## config.mk

```make
export PLATFORM = sky130hd
export DESIGN_NAME = irc_line_tokenizer
export DESIGN_NICKNAME = d
export VERILOG_FILES = /design/src/rtl/ltok_pkg.sv /design/src/rtl/ltok_core.sv /design/src/rtl/ltok_out_reg.sv /design/src/rtl/irc_line_tokenizer.sv
export SDC_FILE = /design/constraint.sdc
export NUM_CORES = 1
export LEC_CHECK = 0
export BUFFER_PORTS_ARGS = -buffer_cell sky130_fd_sc_hd__buf_4
export CORE_MARGIN = 3
export CORE_UTILIZATION = 38
export DETAILED_ROUTE_END_ITERATION = 8
export GPL_TIMING_DRIVEN = 1
export RECOVER_POWER = 100
export REMOVE_ABC_BUFFERS = 1
export SLEW_MARGIN = 20
export SYNTH_ARGS = -nofsm -noshare
export SYNTH_HDL_FRONTEND = slang
export SYNTH_SLANG_ARGS = --single-unit
```

## constraint.sdc

```tcl
create_clock -name clk -period 3.6 [get_ports clk]
set_clock_uncertainty 0.1 [all_clocks]
set_input_delay 0.72 -clock clk [delete_from_list [all_inputs] [get_ports clk]]
set_output_delay 0.72 -clock clk [all_outputs]
set_load 0.03 [all_outputs]
```

## src/rtl/ltok_pkg.sv

```systemverilog
// Shared types and constants for the IRC line tokenizer.
// No dependencies; imported by every ltok module.
`default_nettype none
package ltok_pkg;

  localparam logic [7:0] CH_COLON = 8'h3A;
  localparam logic [7:0] CH_SPACE = 8'h20;
  localparam logic [7:0] CH_TAB   = 8'h09;
  localparam logic [7:0] CH_NUL   = 8'h00;

  typedef enum logic [2:0] {
    PART_SEP    = 3'd0,
    PART_PREFIX = 3'd1,
    PART_CMD    = 3'd2,
    PART_PARAM  = 3'd3,
    PART_TRAIL  = 3'd4
  } part_t;

  typedef enum logic [6:0] {
    PH_START   = 7'b0000001,
    PH_PREFIX  = 7'b0000010,
    PH_PREGAP  = 7'b0000100,
    PH_COMMAND = 7'b0001000,
    PH_GAP     = 7'b0010000,
    PH_PARAM   = 7'b0100000,
    PH_TRAIL   = 7'b1000000
  } phase_t;

  typedef struct packed {
    logic       line_error;
    logic       line_done;
    logic       param_overflow;
    logic [3:0] param_index;
    logic [7:0] out_char;
    logic       starts_part;
    logic       data_valid;
    part_t      part;
  } res_t;

  function automatic logic [7:0] upcase(input logic [7:0] c);
    logic [7:0] r;
    r = c;
    if (c >= 8'h61 && c <= 8'h7A) r = c - 8'd32;
    return r;
  endfunction

  function automatic logic is_gap(input logic [7:0] c);
    return (c == CH_SPACE) || (c == CH_TAB);
  endfunction

endpackage
`default_nettype wire

```

## src/rtl/ltok_core.sv

```systemverilog
// Tokenizer state (phase, parameter count) and the per-word tagging logic.
// Depends on ltok_pkg.
`default_nettype none
module ltok_core
  import ltok_pkg::*;
#(
  parameter int MAX_PARAMS = 15
) (
  input  wire logic       clk,
  input  wire logic       rst,
  input  wire logic       step,
  input  wire logic [7:0] ch,
  input  wire logic       line_end,
  output res_t            res
);

  localparam int IdxCapInt = (MAX_PARAMS - 1 < 15) ? MAX_PARAMS - 1 : 15;
  localparam logic [7:0] IdxCap = 8'(IdxCapInt);
  localparam logic [7:0] MaxP   = 8'(MAX_PARAMS);

  phase_t     phase, phase_next;
  logic [7:0] param_count, param_count_next;
  logic       ends, gap;
  logic [7:0] idx;

  assign ends = line_end || (ch == CH_NUL);
  assign gap  = is_gap(ch);

  always_comb begin
    res              = '0;
    res.part         = PART_SEP;
    phase_next       = phase;
    param_count_next = param_count;
    idx              = '0;
    if (ends) begin
      res.line_done    = 1'b1;
      res.line_error   = !(phase == PH_COMMAND || phase == PH_GAP ||
                           phase == PH_PARAM || phase == PH_TRAIL);
      phase_next       = PH_START;
      param_count_next = '0;
    end else begin
      res.out_char = ch;
      unique case (phase)
        PH_PREFIX: begin
          if (gap) phase_next = PH_PREGAP;
          else begin
            res.part       = PART_PREFIX;
            res.data_valid = 1'b1;
          end
        end
        PH_PREGAP: begin
          if (!gap) begin
            res.part        = PART_CMD;
            res.data_valid  = 1'b1;
            res.starts_part = 1'b1;
            res.out_char    = upcase(ch);
            phase_next      = PH_COMMAND;
          end
        end
        PH_COMMAND: begin
          if (gap) phase_next = PH_GAP;
          else begin
            res.part       = PART_CMD;
            res.data_valid = 1'b1;
            res.out_char   = upcase(ch);
          end
        end
        PH_GAP: begin
          if (gap) begin
            res.part = PART_SEP;
          end else if (ch == CH_COLON) begin
            res.part        = PART_TRAIL;
            res.starts_part = 1'b1;
            phase_next      = PH_TRAIL;
          end else begin
            res.part        = PART_PARAM;
            res.data_valid  = 1'b1;
            res.starts_part = 1'b1;
            if (param_count != 8'hFF) param_count_next = param_count + 8'd1;
            phase_next      = PH_PARAM;
          end
        end
        PH_PARAM: begin
          if (gap) phase_next = PH_GAP;
          else begin
            res.part       = PART_PARAM;
            res.data_valid = 1'b1;
          end
        end
        PH_TRAIL: begin
          res.part       = PART_TRAIL;
          res.data_valid = 1'b1;
        end
        default: begin
          // line start
          res.starts_part = 1'b1;
          if (ch == CH_COLON) begin
            res.part   = PART_PREFIX;
            phase_next = PH_PREFIX;
          end else if (gap) begin
            res.part   = PART_CMD;
            phase_next = PH_GAP;
          end else begin
            res.part       = PART_CMD;
            res.data_valid = 1'b1;
            res.out_char   = upcase(ch);
            phase_next     = PH_COMMAND;
          end
        end
      endcase
      if (res.part == PART_PARAM) begin
        // count is at least one once a parameter has begun
        idx                = param_count_next - 8'd1;
        res.param_overflow = (idx >= MaxP);
        res.param_index    = (idx > IdxCap) ? IdxCap[3:0] : idx[3:0];
      end
    end
  end

  always_ff @(posedge clk) begin
    if (rst) begin
      phase       <= PH_START;
      param_count <= '0;
    end else if (step) begin
      phase       <= phase_next;
      param_count <= param_count_next;
    end
  end

  a_end_resets: assert property (@(posedge clk) disable iff (rst)
    step && ends |=> phase == PH_START && param_count == 8'd0)
    else $error("phase not back at line start after line end");

  a_count_only_in_line: assert property (@(posedge clk) disable iff (rst)
    phase == PH_START |-> param_count == 8'd0)
    else $error("parameter count nonzero at line start");

  a_ovf_in_param: assert property (@(posedge clk) disable iff (rst)
    res.param_overflow |-> res.part == PART_PARAM && res.param_index == IdxCap[3:0])
    else $error("overflow flagged outside a capped parameter");

endmodule
`default_nettype wire

```

## src/rtl/ltok_out_reg.sv

```systemverilog
// Result register with stream handshake toward the receiver.
// Depends on ltok_pkg.
`default_nettype none
module ltok_out_reg
  import ltok_pkg::*;
(
  input  wire logic        clk,
  input  wire logic        rst,
  input  wire logic        load,
  input  wire res_t        res,
  output logic             full,
  output logic             m_axis_tvalid,
  input  wire logic        m_axis_tready,
  output logic [15:0]      m_axis_tdata,  // out_char, param_index, param_overflow, line_error
  output logic [4:0]       m_axis_tuser,  // part, data_valid, starts_part
  output logic             m_axis_tlast   // line_done
);

  res_t hold;
  logic valid;

  always_ff @(posedge clk) begin
    if (rst) begin
      valid <= 1'b0;
    end else if (load) begin
      valid <= 1'b1;
    end else if (m_axis_tready) begin
      valid <= 1'b0;
    end
  end

  always_ff @(posedge clk) begin
    if (load) hold <= res;
  end

  assign full          = valid;
  assign m_axis_tvalid = valid;
  assign m_axis_tdata  = {2'b00, hold.line_error, hold.param_overflow,
                          hold.param_index, hold.out_char};
  assign m_axis_tuser  = {hold.starts_part, hold.data_valid, hold.part};
  assign m_axis_tlast  = hold.line_done;

endmodule
`default_nettype wire

```

## src/rtl/irc_line_tokenizer.sv

```systemverilog
// Top level of the IRC line tokenizer: input register, tokenizer core, result register.
// Depends on ltok_pkg, ltok_core, ltok_out_reg.
//
// Usage: one character word per transfer on the s_axis side (tdata[7:0] = ch,
// tlast = line_end, which ends the line and carries no character; a zero
// character also ends the line). Every input word gives exactly one result
// word on the m_axis side, in order: tuser carries part, data_valid and
// starts_part; tdata carries out_char, param_index, param_overflow and
// line_error; tlast marks line_done.
// m_axis_tvalid rises once a word has passed the input register and then the
// result register. Throughput is one word per cycle while the receiver does not
// stall, set by the phase update in the core, which is applied when a word moves
// from the input register into the result register.
// When the receiver stalls, the result register holds and the input register
// takes one more word only if it was empty; while it holds a word, s_axis_tready
// stays low until the receiver takes a result.
// Reset (rst, synchronous) empties both registers and returns the tokenizer
// to line start with a zero parameter count.
`default_nettype none
module irc_line_tokenizer
  import ltok_pkg::*;
#(
  parameter int MAX_PARAMS = 15
) (
  input  wire logic        clk,
  input  wire logic        rst,
  input  wire logic        s_axis_tvalid,
  output logic             s_axis_tready,
  input  wire logic [7:0]  s_axis_tdata,   // ch
  input  wire logic        s_axis_tlast,   // line_end
  output logic             m_axis_tvalid,
  input  wire logic        m_axis_tready,
  output logic [15:0]      m_axis_tdata,   // out_char, param_index, param_overflow, line_error
  output logic [4:0]       m_axis_tuser,   // part, data_valid, starts_part
  output logic             m_axis_tlast    // line_done
);

  logic       in_valid;
  logic [7:0] in_ch;
  logic       in_end;
  logic       out_full;
  logic       advance;
  res_t       res;

  assign advance       = in_valid && (!out_full || m_axis_tready);
  assign s_axis_tready = !in_valid || advance;

  always_ff @(posedge clk) begin
    if (rst) begin
      in_valid <= 1'b0;
    end else if (s_axis_tready) begin
      in_valid <= s_axis_tvalid;
    end
  end

  always_ff @(posedge clk) begin
    if (s_axis_tvalid && s_axis_tready) begin
      in_ch  <= s_axis_tdata;
      in_end <= s_axis_tlast;
    end
  end

  ltok_core #(.MAX_PARAMS(MAX_PARAMS)) u_core (
    .clk      (clk),
    .rst      (rst),
    .step     (advance),
    .ch       (in_ch),
    .line_end (in_end),
    .res      (res)
  );

  ltok_out_reg u_out (
    .clk           (clk),
    .rst           (rst),
    .load          (advance),
    .res           (res),
    .full          (out_full),
    .m_axis_tvalid (m_axis_tvalid),
    .m_axis_tready (m_axis_tready),
    .m_axis_tdata  (m_axis_tdata),
    .m_axis_tuser  (m_axis_tuser),
    .m_axis_tlast  (m_axis_tlast)
  );

  a_err_with_done: assert property (@(posedge clk) disable iff (rst)
    m_axis_tvalid && m_axis_tdata[13] |-> m_axis_tlast)
    else $error("line_error without line_done");

  a_done_quiet: assert property (@(posedge clk) disable iff (rst)
    m_axis_tvalid && m_axis_tlast |-> m_axis_tuser == 5'd0 && m_axis_tdata[12:0] == 13'd0)
    else $error("line end word carries content");

  a_stall_blocks: assert property (@(posedge clk) disable iff (rst)
    in_valid && m_axis_tvalid && !m_axis_tready |-> !s_axis_tready)
    else $error("input taken while both registers are full");

endmodule
`default_nettype wire
```

After elaboration in Yosys (flattened, before gate mapping) --
Cells that the tools add are included.
Cells by class: bitwise gates (word level) 1, equal/unequal tests 16, order comparisons 4, muxes and demuxes 37, $add $sub $neg 3, reduce and logical (&&, ||, !) cells 21
Operators by type and width (number):
- 8-bit 2-to-1 mux | 9
- 7-bit 2-to-1 mux | 7
- 7-bit case mux with 5 select lines | 1
- 4-bit case mux with 6 select lines | 1
- 8-bit case mux with 3 select lines | 1
- 4-bit 2-to-1 mux | 5
- 8-bit by 6-bit equality test with 1-bit output, second input constant | 2
- 13-bit 2-to-1 mux | 1
- 8-bit by 1-bit adder with 8-bit output, second input constant | 1
- 8-bit by 4-bit equality test with 1-bit output, second input constant | 1
- 8-bit by 4-bit greater-or-equal comparator with 1-bit output, second input constant | 1
- 8-bit by 7-bit greater-or-equal comparator with 1-bit output, second input constant | 1
- 8-bit by 4-bit greater-than comparator with 1-bit output, second input constant | 1
- 8-bit by 7-bit less-or-equal comparator with 1-bit output, second input constant | 1
- 8-bit zero test | 1
- 8-bit inequality test, second input constant | 1
- 4-bit OR reduction | 2
- 8-bit by 1-bit subtractor with 8-bit output, second input constant | 1
- 8-bit by 6-bit subtractor with 8-bit output, second input constant | 1
- 7-bit by 2-bit equality test with 1-bit output, second input constant | 1
- 7-bit by 3-bit equality test with 1-bit output, second input constant | 1
- 7-bit by 4-bit equality test with 1-bit output, second input constant | 1
- 7-bit by 5-bit equality test with 1-bit output, second input constant | 1
- 7-bit by 6-bit equality test with 1-bit output, second input constant | 1
- other kinds (18) | 38
Word-level totals: input port bits 13, register bits 46

Longest topological paths before layout --
Gate-level depths: netlist (run 1).
depth after elaboration 9, gate-level depth with buffers 11

By module --
From an unflattened synthesis (run 1), not the netlist that was laid out.
Unflattened totals: cell total of the unflattened synthesis 282, area total of the unflattened synthesis 2742.6 sq um
By module, submodules not included:
- ltok_core | cells each 238, instances 1, area an instance 1734.2 sq um, sequential area each 300.3 sq um
- ltok_out_reg | cells each 28, instances 1, area an instance 665.6 sq um, sequential area each 620.6 sq um
- irc_line_tokenizer | cells each 16, instances 1, area an instance 342.8 sq um, sequential area each 290.3 sq um

Least setup slack after synthesis (run 1) --
No wires, ideal clock.
path type register -> register, start point register in_ch[6], end point register u_out.hold (netlist bit u_out.m_axis_tdata[8]) (data pin), library setup time 263 ps, cell stages (with the launch flop) 11, arrival 2732 ps, required time 3237 ps, path slack 505 ps, cells stage by stage edfxtp_1 > inv_1 > ha_1 > nor3b_1 > o21a_2 > nor4_4 > mux2i_1 > ha_1 > or4_1 > o21ai_0 > nor4b_2
Between the ends: word-level cells in the longest chain between the ends 8, elaborated cells between the ends (all ways) 24, those cells by class 1 x add/sub; 1 x order compare; 4 x eq/ne; 13 x mux; 1 x bitwise; 4 x reduce/logical
Ends and longest elaborated chain:
- start: declaration | RTL line irc_line_tokenizer.sv:39 | logic [7:0] in_ch;
- start signal: assignment | RTL line irc_line_tokenizer.sv:58 | in_ch <= s_axis_tdata;
- 8-bit by 6-bit equality test with 1-bit output, or another cell as far along | RTL line ltok_core.sv:71, ltok_core.sv:97
- 8-bit 2-to-1 mux, or another cell as far along | RTL line ltok_core.sv:71 | end else if (ch == CH_COLON) begin
- 8-bit 2-to-1 mux, or another cell as far along | RTL line ltok_core.sv:69 | if (gap) begin
- 8-bit 2-to-1 mux / 4-bit case mux with 6 select lines (equally long branches) | RTL line ltok_core.sv:43 | unique case (phase)
- 8-bit 2-to-1 mux / 4-bit 2-to-1 mux (equally long branches) | RTL line ltok_core.sv:35 | if (ends) begin
- 8-bit by 1-bit subtractor with 8-bit output / 3-bit by 2-bit equality test with 1-bit output (equally long branches) | RTL line ltok_core.sv:113, ltok_core.sv:111
- 8-bit by 4-bit greater-than comparator with 1-bit output / 1-bit NOT (equally long branches)
- 3-bit OR reduction (no source line)
- end signal: assignment | RTL line ltok_out_reg.sv:33 | if (load) hold <= res;
- end: declaration | RTL line ltok_out_reg.sv:19 | res_t hold;
Several ways; a longest one is shown, not always the timed one. The select of a mux whose other input is x is not followed. A chain may end at the register's enable or synchronous reset.

Worst setup path after layout (run 1) --
Same ends and word-level chain as after synthesis.

==> results.py, run 1 <==
metrics = {
    "clock_tree": {
        "cts_resized": 0,
        "clock_latency_ps": 300,
        "clock_path_buffers": 2,
        "htreeDepth": 2,
        "clk_pin_slew_worst_paths_ps": 90,
        "cts_setup_buffers": 0,
        "cts_tree": "yes",
        "cts_hold_buf": 0,
        "cts-buffers-inserted": 5,
        "clockRootBuffer": "clkbuf_8",
        "clock_sinks": 46,
    },
    "synth": {
        "yosys_warnings": 0,
        "synth_area_um2": 2654,
        "synth_ff_type": "edfxtp_1",
        "syn_inst": 277,
        "ys_ff_latch": 46,
        "synth_edf_count": 29,
        "synthDistinctLibCells": 53,
        "synth_async_sr_flop_share_pct": 0,
        "syn_area_per_cell_um2": 9.580,
        "synth_seq_area_share_pct": 45.64,
    },
    "timing": {
        "min_period_ps": 3342,
        "hold_viol": 0,
        "drv_slew": 0,
        "slew_headroom_pct": 38.98,
        "setup_violations": 0,
        "tns_ps": 0,
        "max_freq_mhz": 299.2,
        "finalCritPeriodShare_pct": 92.85,
        "worst_pin_slew_ps": 915.3,
        "grt_setup_unrepaired": "no",
        "timing.hold.ws_ps": 421.0,
    },
    "setup_path": {
        "critPathSlowestCell": "or4_1",
        "crit_fanout": 8,
        "crit_chain": "inv_1, ha_1, nor3b_1, o21a_2, nor4_4, mux2i_1, ha_1, or4_1, o21ai_0, nor4b_2",
        "arrival_ps": 3300,
        "cp_data_required_time_ps": 3550,
        "end_kind": "flop",
        "crit_top_cell": "ha_1",
        "r2r_cells": 10,
        "cpPeakStageDelay_ps": 520,
        "critical_path_class": "flop to flop",
        "cp-start-kind": "flop",
    },
    "status": {
        "status": "complete, no violations",
    },
    "cells_and_area": {
        "antenna_cells": 0,
        "area_delta_synth_final_pct": 13.91,
        "fin_nets": 325,
        "multi_input_area_um2": 1329,
        "drive_above_1_share_pct": 13.31,
        "postLayoutCoreUtil_pct": 46.03,
        "seq_area_um2": 1211,
        "fillers": 648,
        "final_area_um2": 3023,
    },
    "drt": {
        "wirelength_mm": 5.457,
        "wl_met1_mm": 2.630,
        "drtPass1Iterations": 4,
        "drtIter0Drc": 140,
        "dr_wl_met2_mm": 2.442,
        "via_count": 2075,
        "top_layer": "met4",
        "wl_met3_um": 310,
        "drc": 0,
        "ant_nets": 0,
        "via_per_inst": 5.175,
        "wl_per_cell_um": 13.61,
    },
    "power": {
        "power_density_nw_per_um2": 376.8,
        "peakVddDrop_mv": 0.1378,
        "p_leak_uw": 0.001072,
    },
    "global_route": {
        "grt_max_degree": 20,
        "grt_usage_pct": 14.49,
        "gr-total-overflow": 0,
        "antenna_found_initial": 0,
        "grt_pass1_vias": 1840,
        "grt_pass1_wl_mm": 9.032,
    },
    "floorplanning": {
        "row_count": 29,
        "initial_utilization_pct": 40.41,
        "die_h_um": 89.57,
        "die_area_um2": 8023,
        "core_area_um2": 6568,
        "io_pins": 37,
        "die_x_um": 89.57,
    },
    "min_path": {
        "holdPathStages": 2,
        "hp-class": "flop to flop",
    },
    "placement": {
        "port_buffers": 34,
        "dpl-instance-area_um2": 2980,
        "hpwl_mm": 4.150,
        "gp_congestion": 0.8946,
    },
    "run": {
        "max_cap_viol_count": 0,
    },
}
==> synth_stat cells, drive strengths merged, types with 5 or more instances <==
| library cell | count | area share [%] |
|---|---|---|
| o21ai | 9 | 1.8 |
| buf | 5 | 1.4 |
| ha | 5 | 2.4 |
| nand2 | 21 | 3.0 |
| nor2b | 10 | 2.4 |
| a22oi | 6 | 1.7 |
| inv | 8 | 1.1 |
| a21oi | 26 | 4.9 |
| nor4 | 10 | 3.7 |
| nand4 | 6 | 1.4 |
| clkbuf | 11 | 1.6 |
| nor2 | 34 | 4.8 |
| edfxtp | 29 | 33 |
| xnor2 | 9 | 3.0 |
| nand3 | 5 | 1.4 |
| nor3 | 13 | 2.6 |
| dfxtp | 17 | 13 |
| and3 | 5 | 1.2 |
==> layout make-up <==
class / count / share of cell area, %
repair buffers: 38 / 6.581
clock inverters: 3 / 2.276
clock buffers: 5 / 2.276
well taps: 93 / 3.849
multi-input cells: 208 / 43.96
inverters: 8 / 0.9934
flip-flops and latches: 46 / 40.07
==> sequential cells by signal (all words and copies together) (netlist names) <==
signal,cells
in_end,1
in_ch,8
u_out.full,1
u_out.m_axis_tdata,14
u_core.param_count,8
u_core.phase,7
u_out.m_axis_tuser,5
in_valid,1
u_out.m_axis_tlast,1
==> routing by layer <==
| layer | vias up | global-route usage (%) |
|---|---|---|
| li1 | 1064 | - |
| met1 | 953 | 20.66 |
| met2 | 51 | 21.88 |
| met3 | 7 | 3.011 |
| met4 | 0 | 4.736 |
| met5 | - | 0 |
==> placed cells by master (no fill, tap or decap), types with 3 or more instances in the layout <==
master and count:
or2_2 3, xnor2_1 9, nor4_1 7, a22oi_1 6
dfxtp_1 17, or4_1 4, clkbuf_1 23, clkbuf_8 5
nor2b_1 10, and3_1 5, nand2_1 21, xor2_1 4
nand3_1 4, nor2_1 34, clkbuf_4 10, inv_1 8
or3_1 4, edfxtp_1 29, mux2_2 3, mux2i_1 3
buf_4 5, nor3_1 13, a21oi_1 26, o21ai_0 8
nand4_1 6, ha_1 5
==> stage by stage <==
stage / std cells / power (µW) / worst slack [ps]
after CTS: 401 / 1162 / 218.7
after detailed placement: 393 / 706.5 / 254.9
after global routing: 401 / 1186 / 42.73
after floorplan: 262 / 665.1 / 505.0
after global placement: 393 / 706.0 / 335.5
final: 401 / 1139 / 257.5
==> worst max-delay path: cells and delay by family (launching register included) <==
| family | cells | cell delay (ps) |
|---|---|---|
| simple gates | 4 | 1170 |
| fa+ha+maj | 2 | 470 |
| flops | 1 | 450 |
| compound gates | 2 | 480 |
| mux | 1 | 300 |
| buf+inv | 1 | 110 |
==> worst paths after layout <==
check / end / from / slack [ps]
worst max register to register: u_out.m_axis_tdata[8]$_SDFFCE_PP0P_ / in_ch[6]$_DFFE_PP_ / 260
worst min register to register: u_core.param_count[7]$_SDFFE_PP0P_ / u_core.param_count[7]$_SDFFE_PP0P_ / 420
worst min-delay path: u_core.param_count[7]$_SDFFE_PP0P_ / u_core.param_count[7]$_SDFFE_PP0P_ / 420
worst max-delay path: u_out.m_axis_tdata[8]$_SDFFCE_PP0P_ / in_ch[6]$_DFFE_PP_ / 260
==> kinds of logic after synthesis <==
group                      Yosys count  share of synthesized area [%]
adders and majority gates            5                          2.357
buffers and inverters               24                          4.102
other                                1                         0.1413
muxes                                7                          2.970
AOI/OAI and AO/OA                   55                          13.53
DFF                                 46                          45.64
xor gates and xnor gates            13                          4.290
and+or+nand+nor                    126                          26.97
==> where the power goes <==
part           leakage, µW  switching (µW)  internal, µW
Combinational     0.000585            62.3          27.6
Clock            0.0000683             178           278
Sequential        0.000418            13.1           580
Total              0.00107             253           886
Power figures use the tool's default switching activity.
==> inputs of run 2 (changes only) <==
==> constraint.sdc (replaced) <==
create_clock -name clk -period 3.45 [get_ports clk]
set_clock_uncertainty 0.1 [all_clocks]
set_input_delay 0.69 -clock clk [delete_from_list [all_inputs] [get_ports clk]]
set_output_delay 0.69 -clock clk [all_outputs]
set_load 0.005 [all_outputs]
==> results.py, run 2 (synthesis gave the netlist of run 1 again) <==
metrics = {
    "clock_tree": {
        "clk_pin_slew_worst_paths_ps": 90,
        "clock_latency_ps": 300,
        "cts_tree": "yes",
        "htreeDepth": 2,
        "cts_resized": 0,
        "clock_sinks": 46,
        "clockRootBuffer": "clkbuf_8",
        "cts-buffers-inserted": 5,
        "cts_setup_buffers": 0,
        "cts_hold_buf": 0,
        "clock_path_buffers": 2,
    },
    "setup_path": {
        "critical_path_class": "flop to flop",
        "cp_data_required_time_ps": 3400,
        "crit_fanout": 8,
        "cp-start-kind": "flop",
        "arrival_ps": 3180,
        "cpPeakStageDelay_ps": 510,
        "crit_top_cell": "ha_1",
        "crit_chain": "inv_1, ha_1, nor3b_1, o21a_2, nor4_4, mux2i_1, ha_1, or4_1, o21ai_0, nor4b_2",
        "critPathBufInv": 1,
        "crit_family": "simple AND/OR/NAND/NOR gates",
        "critPathSlowestCell": "or4_1",
        "end_kind": "flop",
    },
    "cells_and_area": {
        "final_cell_mix": "nor2_1, edfxtp_1, clkbuf_4",
        "area_delta_synth_final_pct": 16.41,
        "postLayoutCoreUtil_pct": 47.04,
        "mostFrequentLayoutCell": "nor2_1",
        "fin_nets": 328,
        "drive_above_1_share_pct": 19.61,
        "fillers": 624,
        "antenna_cells": 0,
        "largest_reg_flops": 14,
    },
    "global_route": {
        "gr-total-overflow": 0,
        "grt_pass1_wl_mm": 9.397,
        "grt_max_degree": 22,
        "antenna_found_initial": 0,
        "grt_usage_pct": 15.06,
        "grt_pass1_vias": 1969,
    },
    "drt": {
        "ant_nets": 0,
        "drc": 0,
        "wl_per_cell_um": 13.80,
        "wirelength_mm": 5.577,
        "drtIter0Drc": 135,
        "drtPass1Iterations": 4,
        "via_per_inst": 5.141,
        "via_count": 2077,
    },
    "timing": {
        "worst_pin_slew_ps": 1165,
        "max_freq_mhz": 309.9,
        "timing.hold.ws_ps": 412.5,
        "min_period_ps": 3227,
        "tns_ps": 0,
        "fin_ws_ps": 223.2,
        "drv_slew": 0,
        "slew_headroom_pct": 22.35,
        "grt_setup_unrepaired": "no",
        "finalCritPeriodShare_pct": 93.53,
        "hold_viol": 0,
        "setup_violations": 0,
    },
    "power": {
        "p_int_uw": 856.0,
        "p_leak_uw": 0.001133,
        "swShare_pct": 22.35,
        "power_density_nw_per_um2": 356.9,
        "p_sw_uw": 246.4,
        "power.share.clock_pct": 36.8,
        "pwr-share-comb_pct": 7.0,
        "pwr-share-seq_pct": 56.2,
        "peakVddDrop_mv": 0.1681,
    },
    "placement": {
        "dp_slack_ps": 223.8,
        "gp_congestion": 0.9382,
        "port_buffers": 34,
        "hpwl_mm": 4.239,
    },
    "floorplanning": {
        "die_area_um2": 8023,
        "die_x_um": 89.57,
        "io_pins": 37,
        "row_count": 29,
        "core_area_um2": 6568,
        "die_h_um": 89.57,
        "initial_utilization_pct": 40.41,
    },
    "status": {
        "status": "complete, no violations",
    },
    "min_path": {
        "hp-class": "flop to flop",
    },
    "run": {
        "max_cap_viol_count": 0,
    },
}
run 2: cell types whose count changed in the layout (fill, tap and decap cells not counted), moves of 2 or more:
cell        previous run  this run
buf_4                  5         7
clkbuf_1              23         5
clkinvlp_4             0         2
clkbuf_4              10        29
run 2: routing by layer:
layer | up-vias | wire, µm | GRT usage [%]
met3 | 9 | 241 | 3.285
met5 | - | 0 | 0
met4 | 0 | 89 | 5.683
met2 | 47 | 2515 | 23.34
met1 | 951 | 2731 | 20.52
li1 | 1070 | - | -
run 2: worst paths after layout:
check                                              to  cells past startpoint  slack (ps)                          startpoint
setup / recovery  u_out.m_axis_tdata[8]$_SDFFCE_PP0P_                     10         220                  in_ch[6]$_DFFE_PP_
hold / removal     u_core.param_count[7]$_SDFFE_PP0P_                      2         410  u_core.param_count[7]$_SDFFE_PP0P_
setup reg to reg  u_out.m_axis_tdata[8]$_SDFFCE_PP0P_                     10         220                  in_ch[6]$_DFFE_PP_
hold reg to reg    u_core.param_count[7]$_SDFFE_PP0P_                      2         410  u_core.param_count[7]$_SDFFE_PP0P_
run 2: final cells by class:
| type | instances | area, µm² | share of cell area (%) |
|---|---|---|---|
| clock buffers | 5 | 68.82 | 2.228 |
| clock inverters | 3 | 45.04 | 1.458 |
| inverters | 8 | 30.03 | 0.9721 |
| multi-input cells | 208 | 1329 | 43.01 |
| flip-flops and latches | 46 | 1211 | 39.21 |
| well taps | 93 | 116.4 | 3.767 |
| repair buffers | 41 | 289.0 | 9.356 |
run 2: worst register-to-register path: cells and delay by family (launching register included):
kind,cells,cell delay [ps]
AOI/OAI and AO/OA,2,470
muxes,1,300
adders and majority gates,2,480
and+or+nand+nor,4,1080
buffers and inverters,1,110
DFF,1,440
run 2: power groups by stage:
stage | logic [µW] | registers [µW] | clock network (µW)
after floorplan | 40.0 | 631 | 0
after detailed placement | 81.6 | 633 | 0
after global placement | 81.1 | 632 | 0
final | 76.9 | 620 | 406
after global routing | 86.4 | 623 | 442
after CTS | 81.6 | 620 | 420
run 2: stage by stage:
step | total power, µW | area (µm²) | cells
after floorplan | 671.0 | 2579 | 262
after global placement | 712.9 | 3003 | 396
after detailed placement | 714.2 | 3003 | 396
after CTS | 1122 | 3117 | 404
after global routing | 1152 | 3089 | 404
final | 1102 | 3089 | 404
